$ cat src/rtl/lfpd_pkg.sv
// ----------------------------------------------------------------------------
// lfpd_pkg
// Shared widths, register indexes and controller/datapath interface types
// for the PD line-follower steering block.
// ----------------------------------------------------------------------------
package lfpd_pkg;

  // Configuration port
  localparam int unsigned CFG_IDX_W  = 3;
  localparam int unsigned CFG_DATA_W = 16;

  localparam logic [CFG_IDX_W-1:0] REG_LEFT_THR  = 3'd0;
  localparam logic [CFG_IDX_W-1:0] REG_RIGHT_THR = 3'd1;
  localparam logic [CFG_IDX_W-1:0] REG_PROP_GAIN = 3'd2;
  localparam logic [CFG_IDX_W-1:0] REG_DERIV_GAIN = 3'd3;
  localparam logic [CFG_IDX_W-1:0] REG_LOST_GAIN = 3'd4;
  localparam logic [CFG_IDX_W-1:0] REG_CORR_SCALE = 3'd5;
  localparam logic [CFG_IDX_W-1:0] REG_DRIVE_SPEED = 3'd6;

  // Register widths
  localparam int unsigned THR_W   = 12;
  localparam int unsigned GAIN_W  = 10;
  localparam int unsigned LOST_W  = 8;
  localparam int unsigned SCALE_W = 16;
  localparam int unsigned SPEED_W = 8;

  // Datapath widths
  localparam int unsigned ERR_W   = 9;
  localparam int unsigned DIFF_W  = 10;
  localparam int unsigned PPROD_W = 20;
  localparam int unsigned CORR_W  = 21;
  localparam int unsigned STEER_W = 8;
  localparam int unsigned PROD_W  = SPEED_W + CORR_W;
  localparam int unsigned DIV_CNT_W = $clog2(PROD_W);

  localparam logic [STEER_W-2:0] STEER_MAG_MAX = 7'd127;

  // Controller -> datapath commands
  typedef struct packed {
    logic load;      // capture input transaction
    logic err;       // error and gain products
    logic sum;       // PD sum
    logic mul;       // speed times |correction|, divider set-up
    logic div_step;  // one restoring division step
    logic finish;    // load the output register
  } lfpd_cmd_t;

  // Datapath -> controller status
  typedef struct packed {
    logic in_follow;  // follow_mode of the transaction on the input port
    logic out_free;   // output register can take a new result this cycle
  } lfpd_status_t;

endpackage

$ cat src/rtl/lfpd_ctrl.sv
// ----------------------------------------------------------------------------
// lfpd_ctrl
// Sequencer for the PD steering datapath: capture, products, sum, multiply,
// serial division and hand-over to the output register.
// ----------------------------------------------------------------------------
module lfpd_ctrl (
  input  logic                  clk_i,
  input  logic                  rst_ni,
  input  logic                  in_valid_i,
  output logic                  in_stall_o,
  input  lfpd_pkg::lfpd_status_t status_i,
  output lfpd_pkg::lfpd_cmd_t   cmd_o
);

  localparam logic [2:0] ST_IDLE = 3'd0;
  localparam logic [2:0] ST_ERR  = 3'd1;
  localparam logic [2:0] ST_SUM  = 3'd2;
  localparam logic [2:0] ST_MUL  = 3'd3;
  localparam logic [2:0] ST_DIV  = 3'd4;
  localparam logic [2:0] ST_DONE = 3'd5;

  localparam logic [lfpd_pkg::DIV_CNT_W-1:0] CntLast =
    lfpd_pkg::DIV_CNT_W'(lfpd_pkg::PROD_W - 1);

  logic [2:0]                      state_q, state_d;
  logic [lfpd_pkg::DIV_CNT_W-1:0]  cnt_q, cnt_d;
  logic                            accept;

  assign in_stall_o = (state_q != ST_IDLE);
  assign accept     = in_valid_i && !in_stall_o;

  always_comb begin
    state_d = state_q;
    cnt_d   = cnt_q;
    cmd_o   = '0;
    unique case (state_q)
      ST_IDLE: begin
        if (accept) begin
          cmd_o.load = 1'b1;
          state_d    = status_i.in_follow ? ST_ERR : ST_DONE;
        end
      end
      ST_ERR: begin
        cmd_o.err = 1'b1;
        state_d   = ST_SUM;
      end
      ST_SUM: begin
        cmd_o.sum = 1'b1;
        state_d   = ST_MUL;
      end
      ST_MUL: begin
        cmd_o.mul = 1'b1;
        cnt_d     = '0;
        state_d   = ST_DIV;
      end
      ST_DIV: begin
        cmd_o.div_step = 1'b1;
        cnt_d          = cnt_q + 1'b1;
        if (cnt_q == CntLast) state_d = ST_DONE;
      end
      ST_DONE: begin
        if (status_i.out_free) begin
          cmd_o.finish = 1'b1;
          state_d      = ST_IDLE;
        end
      end
      default: state_d = ST_IDLE;
    endcase
  end

  always_ff @(posedge clk_i or negedge rst_ni) begin
    if (!rst_ni) begin
      state_q <= ST_IDLE;
      cnt_q   <= '0;
    end else begin
      state_q <= state_d;
      cnt_q   <= cnt_d;
    end
  end

  a_accept_goes_busy: assert property (@(posedge clk_i) disable iff (!rst_ni)
    accept |=> (state_q != ST_IDLE))
    else $error("accepted transaction did not leave idle");

  a_finish_needs_room: assert property (@(posedge clk_i) disable iff (!rst_ni)
    cmd_o.finish |-> status_i.out_free)
    else $error("result loaded while output register occupied");

  a_div_starts_clear: assert property (@(posedge clk_i) disable iff (!rst_ni)
    (state_q == ST_MUL) |=> (state_q == ST_DIV && cnt_q == '0))
    else $error("division did not start from step zero");

  a_div_length: assert property (@(posedge clk_i) disable iff (!rst_ni)
    (state_q == ST_DIV && cnt_q == CntLast) |=> (state_q == ST_DONE))
    else $error("division ran past its last step");

endmodule

$ cat src/rtl/lfpd_dp.sv
// ----------------------------------------------------------------------------
// lfpd_dp
// Datapath: configuration registers, error decision, PD products and sum,
// steer product, restoring divider and the output register.
// ----------------------------------------------------------------------------
module lfpd_dp #(
  parameter int unsigned SENSOR_BITS = 12
) (
  input  logic                                 clk_i,
  input  logic                                 rst_ni,
  // configuration
  input  logic                                 cfg_we_i,
  input  logic [lfpd_pkg::CFG_IDX_W-1:0]       cfg_index_i,
  input  logic [lfpd_pkg::CFG_DATA_W-1:0]      cfg_wdata_i,
  // input payload
  input  logic                                 follow_mode_i,
  input  logic [SENSOR_BITS-1:0]               left_level_i,
  input  logic [SENSOR_BITS-1:0]               right_level_i,
  // output
  output logic                                 out_valid_o,
  input  logic                                 out_stall_i,
  output logic [lfpd_pkg::SPEED_W-1:0]         speed_out_o,
  output logic signed [lfpd_pkg::STEER_W-1:0]  steer_out_o,
  output logic signed [lfpd_pkg::CORR_W-1:0]   correction_out_o,
  // control
  input  lfpd_pkg::lfpd_cmd_t                  cmd_i,
  output lfpd_pkg::lfpd_status_t               status_o
);

  // thresholds are only compared in their low SENSOR_BITS bits
  localparam int unsigned ThrBits =
    (SENSOR_BITS < lfpd_pkg::THR_W) ? SENSOR_BITS : lfpd_pkg::THR_W;

  localparam int unsigned ErrW   = lfpd_pkg::ERR_W;
  localparam int unsigned DiffW  = lfpd_pkg::DIFF_W;
  localparam int unsigned CorrW  = lfpd_pkg::CORR_W;
  localparam int unsigned ProdW  = lfpd_pkg::PROD_W;
  localparam int unsigned ScaleW = lfpd_pkg::SCALE_W;

  // configuration registers
  logic [ThrBits-1:0]               left_thr_q, right_thr_q;
  logic [lfpd_pkg::GAIN_W-1:0]      prop_gain_q, deriv_gain_q;
  logic [lfpd_pkg::LOST_W-1:0]      lost_gain_q;
  logic [ScaleW-1:0]                scale_q;
  logic [lfpd_pkg::SPEED_W-1:0]     speed_q;

  // captured transaction
  logic                             follow_q;
  logic [SENSOR_BITS-1:0]           left_q, right_q;

  // state
  logic signed [ErrW-1:0]           last_err_q;
  logic signed [CorrW-1:0]          corr_q;

  // working registers
  logic signed [lfpd_pkg::PPROD_W-1:0] p_prod_q;
  logic signed [CorrW-1:0]          d_prod_q;
  logic                             neg_q;
  logic [ProdW-1:0]                 quo_q;
  logic [ScaleW-1:0]                rem_q;

  // output register
  logic                             out_valid_q, out_valid_d;
  logic [lfpd_pkg::SPEED_W-1:0]     speed_out_q;
  logic signed [lfpd_pkg::STEER_W-1:0] steer_out_q;
  logic signed [CorrW-1:0]          corr_out_q;

  // combinational
  logic                             left_on, right_on;
  logic signed [ErrW-1:0]           lost_gain_s;
  logic signed [ErrW-1:0]           err_d;
  logic signed [DiffW-1:0]          diff_d;
  logic signed [lfpd_pkg::PPROD_W-1:0] p_prod_d;
  logic signed [CorrW-1:0]          d_prod_d;
  logic signed [CorrW-1:0]          corr_d;
  logic [CorrW-1:0]                 corr_mag;
  logic [ProdW-1:0]                 prod_d;
  logic [ScaleW-1:0]                divisor;
  logic [ScaleW:0]                  trial;
  logic                             ge;
  logic [lfpd_pkg::STEER_W-2:0]     steer_mag;
  logic signed [lfpd_pkg::STEER_W-1:0] steer_d;

  // ---- configuration ----
  always_ff @(posedge clk_i or negedge rst_ni) begin
    if (!rst_ni) begin
      left_thr_q   <= '0;
      right_thr_q  <= '0;
      prop_gain_q  <= '0;
      deriv_gain_q <= '0;
      lost_gain_q  <= lfpd_pkg::LOST_W'(1);
      scale_q      <= ScaleW'(1);
      speed_q      <= '0;
    end else if (cfg_we_i) begin
      unique case (cfg_index_i)
        lfpd_pkg::REG_LEFT_THR:    left_thr_q   <= cfg_wdata_i[ThrBits-1:0];
        lfpd_pkg::REG_RIGHT_THR:   right_thr_q  <= cfg_wdata_i[ThrBits-1:0];
        lfpd_pkg::REG_PROP_GAIN:   prop_gain_q  <= cfg_wdata_i[lfpd_pkg::GAIN_W-1:0];
        lfpd_pkg::REG_DERIV_GAIN:  deriv_gain_q <= cfg_wdata_i[lfpd_pkg::GAIN_W-1:0];
        lfpd_pkg::REG_LOST_GAIN:   lost_gain_q  <= cfg_wdata_i[lfpd_pkg::LOST_W-1:0];
        lfpd_pkg::REG_CORR_SCALE:  scale_q      <= cfg_wdata_i[ScaleW-1:0];
        lfpd_pkg::REG_DRIVE_SPEED: speed_q      <= cfg_wdata_i[lfpd_pkg::SPEED_W-1:0];
        default: ;
      endcase
    end
  end

  // ---- error decision ----
  assign left_on     = left_q  > SENSOR_BITS'(left_thr_q);
  assign right_on    = right_q > SENSOR_BITS'(right_thr_q);
  assign lost_gain_s = $signed({1'b0, lost_gain_q});

  // a last error of +-1 scaled by the lost-line gain is just a select
  always_comb begin
    priority if (left_on && right_on) err_d = '0;
    else if (left_on)                 err_d = -ErrW'(1);
    else if (right_on)                err_d = ErrW'(1);
    else if (last_err_q == ErrW'(1))  err_d = lost_gain_s;
    else if (last_err_q == -ErrW'(1)) err_d = -lost_gain_s;
    else                              err_d = last_err_q;
  end

  assign diff_d   = DiffW'(err_d) - DiffW'(last_err_q);
  assign p_prod_d = $signed({1'b0, prop_gain_q}) * err_d;
  assign d_prod_d = $signed({1'b0, deriv_gain_q}) * diff_d;
  assign corr_d   = CorrW'(p_prod_q) + d_prod_q;

  // ---- steer product and divider ----
  assign corr_mag = corr_q[CorrW-1] ? CorrW'(-corr_q) : CorrW'(corr_q);
  assign prod_d   = ProdW'(speed_q) * ProdW'(corr_mag);
  assign divisor  = (scale_q == '0) ? ScaleW'(1) : scale_q;
  assign trial    = {rem_q, quo_q[ProdW-1]};
  assign ge       = trial >= {1'b0, divisor};

  assign steer_mag = (|quo_q[ProdW-1:lfpd_pkg::STEER_W-1]) ? lfpd_pkg::STEER_MAG_MAX
                                                          : quo_q[lfpd_pkg::STEER_W-2:0];
  assign steer_d   = neg_q ? -$signed({1'b0, steer_mag}) : $signed({1'b0, steer_mag});

  // ---- state registers ----
  always_ff @(posedge clk_i or negedge rst_ni) begin
    if (!rst_ni) begin
      last_err_q <= '0;
      corr_q     <= '0;
    end else begin
      if (cmd_i.err) last_err_q <= err_d;
      if (cmd_i.sum) corr_q     <= corr_d;
    end
  end

  // ---- working registers ----
  // the partial remainder stays below the divisor, so it fits ScaleW bits
  always_ff @(posedge clk_i) begin
    if (cmd_i.load) begin
      follow_q <= follow_mode_i;
      left_q   <= left_level_i;
      right_q  <= right_level_i;
    end
    if (cmd_i.err) begin
      p_prod_q <= p_prod_d;
      d_prod_q <= d_prod_d;
    end
    if (cmd_i.mul) begin
      neg_q <= corr_q[CorrW-1];
      quo_q <= prod_d;
      rem_q <= '0;
    end else if (cmd_i.div_step) begin
      quo_q <= {quo_q[ProdW-2:0], ge};
      rem_q <= ge ? ScaleW'(trial - {1'b0, divisor}) : trial[ScaleW-1:0];
    end
  end

  // ---- output register ----
  assign out_valid_d = cmd_i.finish || (out_valid_q && out_stall_i);

  always_ff @(posedge clk_i or negedge rst_ni) begin
    if (!rst_ni) out_valid_q <= 1'b0;
    else         out_valid_q <= out_valid_d;
  end

  always_ff @(posedge clk_i) begin
    if (cmd_i.finish) begin
      speed_out_q <= follow_q ? speed_q : '0;
      steer_out_q <= follow_q ? steer_d : '0;
      corr_out_q  <= corr_q;
    end
  end

  assign out_valid_o      = out_valid_q;
  assign speed_out_o      = speed_out_q;
  assign steer_out_o      = steer_out_q;
  assign correction_out_o = corr_out_q;

  assign status_o.in_follow = follow_mode_i;
  assign status_o.out_free  = !out_valid_q || !out_stall_i;

endmodule

$ cat src/rtl/line_follow_pd_steer_top.sv
// ----------------------------------------------------------------------------
// line_follow_pd_steer_top
// PD line-follower steering controller: two reflectance samples in, drive
// speed, saturated steer and PD correction out.
//
//   channel  | direction | handshake            | payload
//   ---------+-----------+----------------------+--------------------------------
//   input    | in        | in_valid_i/in_stall_o| follow_mode, left/right_level
//   output   | out       | out_valid_o/out_stall_i | speed_out, steer_out, correction_out
//   config   | in        | cfg_valid_i/cfg_ready_o | cfg_index_i, cfg_wdata_i
//
// A follow transaction runs from acceptance to result through error and
// products, sum, multiply, 29 steps of the serial divider and hand-over; a
// stop transaction goes straight from acceptance to hand-over.
// One transaction is in flight at a time; the next is accepted as soon as the
// result sits in the output register, even while it is stalled there.
// Reset clears the stored error and correction and loads register defaults.
// ----------------------------------------------------------------------------
module line_follow_pd_steer_top #(
  parameter int unsigned SENSOR_BITS = 12
) (
  input  logic                                 clk_i,
  input  logic                                 rst_ni,
  // configuration
  input  logic                                 cfg_valid_i,
  output logic                                 cfg_ready_o,
  input  logic [lfpd_pkg::CFG_IDX_W-1:0]       cfg_index_i,
  input  logic [lfpd_pkg::CFG_DATA_W-1:0]      cfg_wdata_i,
  // input
  input  logic                                 in_valid_i,
  output logic                                 in_stall_o,
  input  logic                                 follow_mode_i,
  input  logic [SENSOR_BITS-1:0]               left_level_i,
  input  logic [SENSOR_BITS-1:0]               right_level_i,
  // output
  output logic                                 out_valid_o,
  input  logic                                 out_stall_i,
  output logic [lfpd_pkg::SPEED_W-1:0]         speed_out_o,
  output logic signed [lfpd_pkg::STEER_W-1:0]  steer_out_o,
  output logic signed [lfpd_pkg::CORR_W-1:0]   correction_out_o
);

  lfpd_pkg::lfpd_cmd_t    cmd;
  lfpd_pkg::lfpd_status_t status;

  assign cfg_ready_o = 1'b1;

  lfpd_ctrl u_ctrl (
    .clk_i      (clk_i),
    .rst_ni     (rst_ni),
    .in_valid_i (in_valid_i),
    .in_stall_o (in_stall_o),
    .status_i   (status),
    .cmd_o      (cmd)
  );

  lfpd_dp #(
    .SENSOR_BITS (SENSOR_BITS)
  ) u_dp (
    .clk_i            (clk_i),
    .rst_ni           (rst_ni),
    .cfg_we_i         (cfg_valid_i && cfg_ready_o),
    .cfg_index_i      (cfg_index_i),
    .cfg_wdata_i      (cfg_wdata_i),
    .follow_mode_i    (follow_mode_i),
    .left_level_i     (left_level_i),
    .right_level_i    (right_level_i),
    .out_valid_o      (out_valid_o),
    .out_stall_i      (out_stall_i),
    .speed_out_o      (speed_out_o),
    .steer_out_o      (steer_out_o),
    .correction_out_o (correction_out_o),
    .cmd_i            (cmd),
    .status_o         (status)
  );

endmodule

$ cat config.mk
export PLATFORM = sky130hd
export DESIGN_NAME = line_follow_pd_steer_top
export DESIGN_NICKNAME = d
export VERILOG_FILES = /design/src/rtl/lfpd_pkg.sv /design/src/rtl/lfpd_ctrl.sv /design/src/rtl/lfpd_dp.sv /design/src/rtl/line_follow_pd_steer_top.sv
export SDC_FILE = /design/constraint.sdc
export NUM_CORES = 1
export LEC_CHECK = 0
export BUFFER_PORTS_ARGS = -buffer_cell sky130_fd_sc_hd__buf_2
export CORE_MARGIN = 2
export CORE_UTILIZATION = 43
export CTS_CLUSTER_SIZE = 20
export DETAILED_ROUTE_END_ITERATION = 7
export SLEW_MARGIN = 20
export SYNTH_ARGS = -nofsm -noshare
export SYNTH_HDL_FRONTEND = slang
export SYNTH_SLANG_ARGS = --single-unit
$ cat constraint.sdc
create_clock -name clk_i -period 7.8 [get_ports clk_i]
set_input_delay 1.56 -clock clk_i [delete_from_list [all_inputs] [get_ports clk_i]]
set_output_delay 1.56 -clock clk_i [all_outputs]
set_load 0.02 [all_outputs]
==> implementation parameters <==
Parameter                              Value

Timing
  Final Hold Viols    0
  Slew at the pin with the worst max-slew slack    1.10 ns
  Maximum clock skew at final layout    0.0183 ns
  Fraction of the cycle the final worst path needs    0.989
  Tmin final    7.71 ns
  Tightest slew margin relative to the limit    0.264
  Number of pins exceeding their max-slew limit in the final report    0
  Maximum clock rate    0.130 GHz
  Setup repair after global routing missed its margin    true
  Final setup violation count    0
  Final TNS setup    0 ns

Detailed routing
  Average via count per standard cell    around 5.3
  Number of nets with antenna violations after detailed routing    0
  Total detailed-routing wirelength    around 60000 um
  Number of remaining DRC errors    0
  Iteration-0 DRC count of the detailed router    890
  Total via count after detailed routing    ~19000
  DR pass1 iterations    5
  Routed wire per std cell    17.1 um

Die
  Count of boundary I/O pins    89
  Placeable core region    approximately 57000 um2
  Die extent in y    approximately 240 um
  Rows    88
  Die outline area    59900 um2
  Effective utilization at floorplan    0.434
  DIE WIDTH    245 um

Status
  Run status    finished clean

Global route
  Vias in the first global route    19245
  Global-route wire length before repair    98600 um
  Total global routing track utilization    0.203
  Most utilized layer in the global route result    met2
  Global-route met3 utilization    0.0254
  Global routing usage on met2    0.355
  Number of antenna violations at the first check in global routing    1
  Global Route met1 Usage    0.259
  Maximum number of pins on one net before global-route repair    between 60 and 70
  GRT Residual Overflow    0

Clocking
  CTS buffer count    34
  Deepest clock path buffer count    3
  # H-tree levels    2
  Hold bufs inserted after CTS    0
  CTS sink cnt    264
  Worst-path clk slew    0.06 ns
  Clock tree from TritonCTS    built
  Worst-skew pair later-pin latency    0.56 ns
  Root Buffer Master    clkbuf_16

Yosys
  Yosys Warn Count    0
  Register bit total from synthesis    264
  Top_reg_cell synth    edfxtp_1
  Library cell with the largest summed area after synthesis    fa_1
  Commonest cells in the netlist    inv_1 (367), nand2_1 (337), ha_1 (246)
  Top post-synthesis cells by area    fa_1 (19%), edfxtp_1 (16%), ha_1 (12%)
  Most numerous cell in the Yosys netlist    inv_1
  Share of flip-flops with an asynchronous set or reset after synthesis    0.436
  Gate count of the mapped netlist    2578
  Share of synthesized area occupied by flip-flops and latches    0.289
  Net Count, Synth    3110
  Mean post-synth cell area    slightly below 10 um2
  Area fraction of the dominant cell type after synthesis    0.190
  Count of distinct cell types in the synthesized netlist    79
  Total standard cell area after synthesis    24900 um2
  Number of flops mapped to enable cells by yosys    133

Worst setup path
  Slowest stage delay, CP    0.53 ns
  Arrival time reported for the critical path endpoint    8.01 ns
  Most numerous cell on the critical path    fa_1
  Critical path endpoint category    register
  Number of cell instances on the worst register-to-register path    35
  Kind of launch point of the worst setup path    register
  Worst setup path class    register to register
  Cell with the biggest individual delay on the critical path    fa_1
  Crit path required time    8.09 ns
  Critical path fanouts, max    6

Placed design
  Global placement routability congestion    0.901
  # port buffers    87
  Final HPWL from detailed placement    46400 um

Cells and area
  Register cell area after layout    7190 um2
  Fin nets    3241
  Total of fill cells in the finished design    5376
  Layout overhead on the synthesized area    13.6%
  Layout cells sized above 1    0.144
  Footprint of the multi-input gates    16500 um2

Run
  Number of maximum-capacitance constraint violations    0

Worst hold path
  Count of cells along the worst hold path    2
  Path type of the worst min-delay path    register to register
==> worst max-delay path, delay by kind of cell (launching register included) <==
kind / cells / cell delay [ns]
adder cells (fa/ha/maj): 9 / 3.52
multiplexers: 1 / 0.28
flip-flops: 1 / 0.42
AND/OR/NAND/NOR: 4 / 0.73
AO/OA/AOI/OAI: 13 / 1.83
XOR/XNOR: 2 / 0.20
buffers and inverters: 6 / 0.46
==> area by class of cell <==
type	instances	area share
flip-flops and latches	264	0.254
inverters	368	0.0488
repair buffers	178	0.0399
clock buffers	42	0.0325
diodes	1	0.0000884
clock inverters	20	0.00827
multi-input cells	1863	0.582
well taps	765	0.0338
==> cell usage in the layout (no fill, tap or decap), types with 11 or more instances in the layout <==
cell type / netlist / layout
nand3_1: 30 / 30
dfrtp_1: 113 / 113
nand4_1: 15 / 15
nor2_1: 103 / 97
nand2b_1: 30 / 30
clkbuf_16: 0 / 34
inv_1: 367 / 358
o21ai_0: 149 / 138
nor2b_1: 32 / 31
mux2_2: 56 / 55
nand3b_1: 12 / 12
and2_1: 123 / 121
dfxtp_1: 16 / 16
xor2_1: 32 / 32
a21o_1: 35 / 35
a211oi_1: 12 / 12
buf_2: 2 / 86
a31oi_1: 16 / 13
nor3_1: 29 / 24
or3_1: 11 / 11
a21oi_1: 75 / 63
nand2_1: 337 / 337
o21a_1: 19 / 19
fa_1: 237 / 235
mux2i_1: 15 / 15
edfxtp_1: 133 / 133
nor3b_1: 14 / 11
xnor2_1: 68 / 64
buf_4: 1 / 90
o31ai_1: 12 / 12
nor4_1: 12 / 12
ha_1: 246 / 234
and3_1: 15 / 15
a21oi_2: 0 / 11
==> cell families after synthesis <==
logic type	count (synthesis)	share of synthesized area
buf+inv	451	0.0682
compound gates	414	0.105
simple gates	793	0.157
fa+ha+maj	483	0.314
mux	71	0.0313
flops	264	0.289
other cells	1	0.000150
xor+xnor	101	0.0358
==> sequential cells by signal (all words and copies together), names as in the netlist, 3 cells and up <==
signal	flops
u_dp.correction_out_o	21
u_dp.steer_out_o	8
u_dp.speed_q	8
u_ctrl.state_q	3
u_dp.speed_out_o	8
u_dp.d_prod_q	21
u_dp.rem_q	16
u_dp.last_err_q	9
u_dp.scale_q	16
u_dp.prop_gain_q	10
u_dp.quo_q	29
u_dp.right_thr_q	12
u_ctrl.cnt_q	5
u_dp.lost_gain_q	8
u_dp.deriv_gain_q	10
u_dp.left_q	12
u_dp.left_thr_q	12
u_dp.corr_q	21
u_dp.right_q	12
u_dp.p_prod_q	20
==> worst paths after layout <==
kind,start,endpoint,slack [ns]
worst max-delay path,u_dp.left_q[5],u_dp.d_prod_q[16],0.09
worst min register to register,u_dp.rem_q[7],u_dp.rem_q[7],0.49
min in group asynchronous,rst_ni,u_dp.lost_gain_q[4],1.13
max in group asynchronous,rst_ni,u_dp.speed_q[4],5.34
worst max register to register,u_dp.left_q[5],u_dp.d_prod_q[16],0.09
worst min-delay path,u_dp.rem_q[7],u_dp.rem_q[7],0.49
==> per-stage QoR <==
stage | instance area (um2) | hold WS (ns) | cells | utilization | worst slack, ns
after floorplan | 25000 | 0.445 | 2578 | - | 0.0151
after global placement | 26700 | 0.475 | 3426 | 0.465 | -0.121
after detailed placement | 26700 | 0.485 | 3426 | 0.465 | -0.278
after CTS | 28100 | 0.491 | 3495 | 0.488 | 0.00984
after global routing | 28300 | 0.520 | 3500 | 0.492 | -0.201
final | 28300 | 0.486 | 3501 | 0.492 | 0.0873
==> repair_timing <==
action,in CTS,in global routing
pin swaps,31,30
buffers inserted,7,5
endpoints found under the setup margin,9,9
gates resized for setup,27,40
==> metal layers <==
layer | up-vias | share of wire
li1 | 8859 | -
met1 | 9216 | 0.44
met2 | 354 | 0.49
met3 | 116 | 0.035
met4 | 0 | 0.034
met5 | - | 0
Power is not shown: default switching activity piles up to over one toggle a cycle in this logic, so the estimate is an artifact.
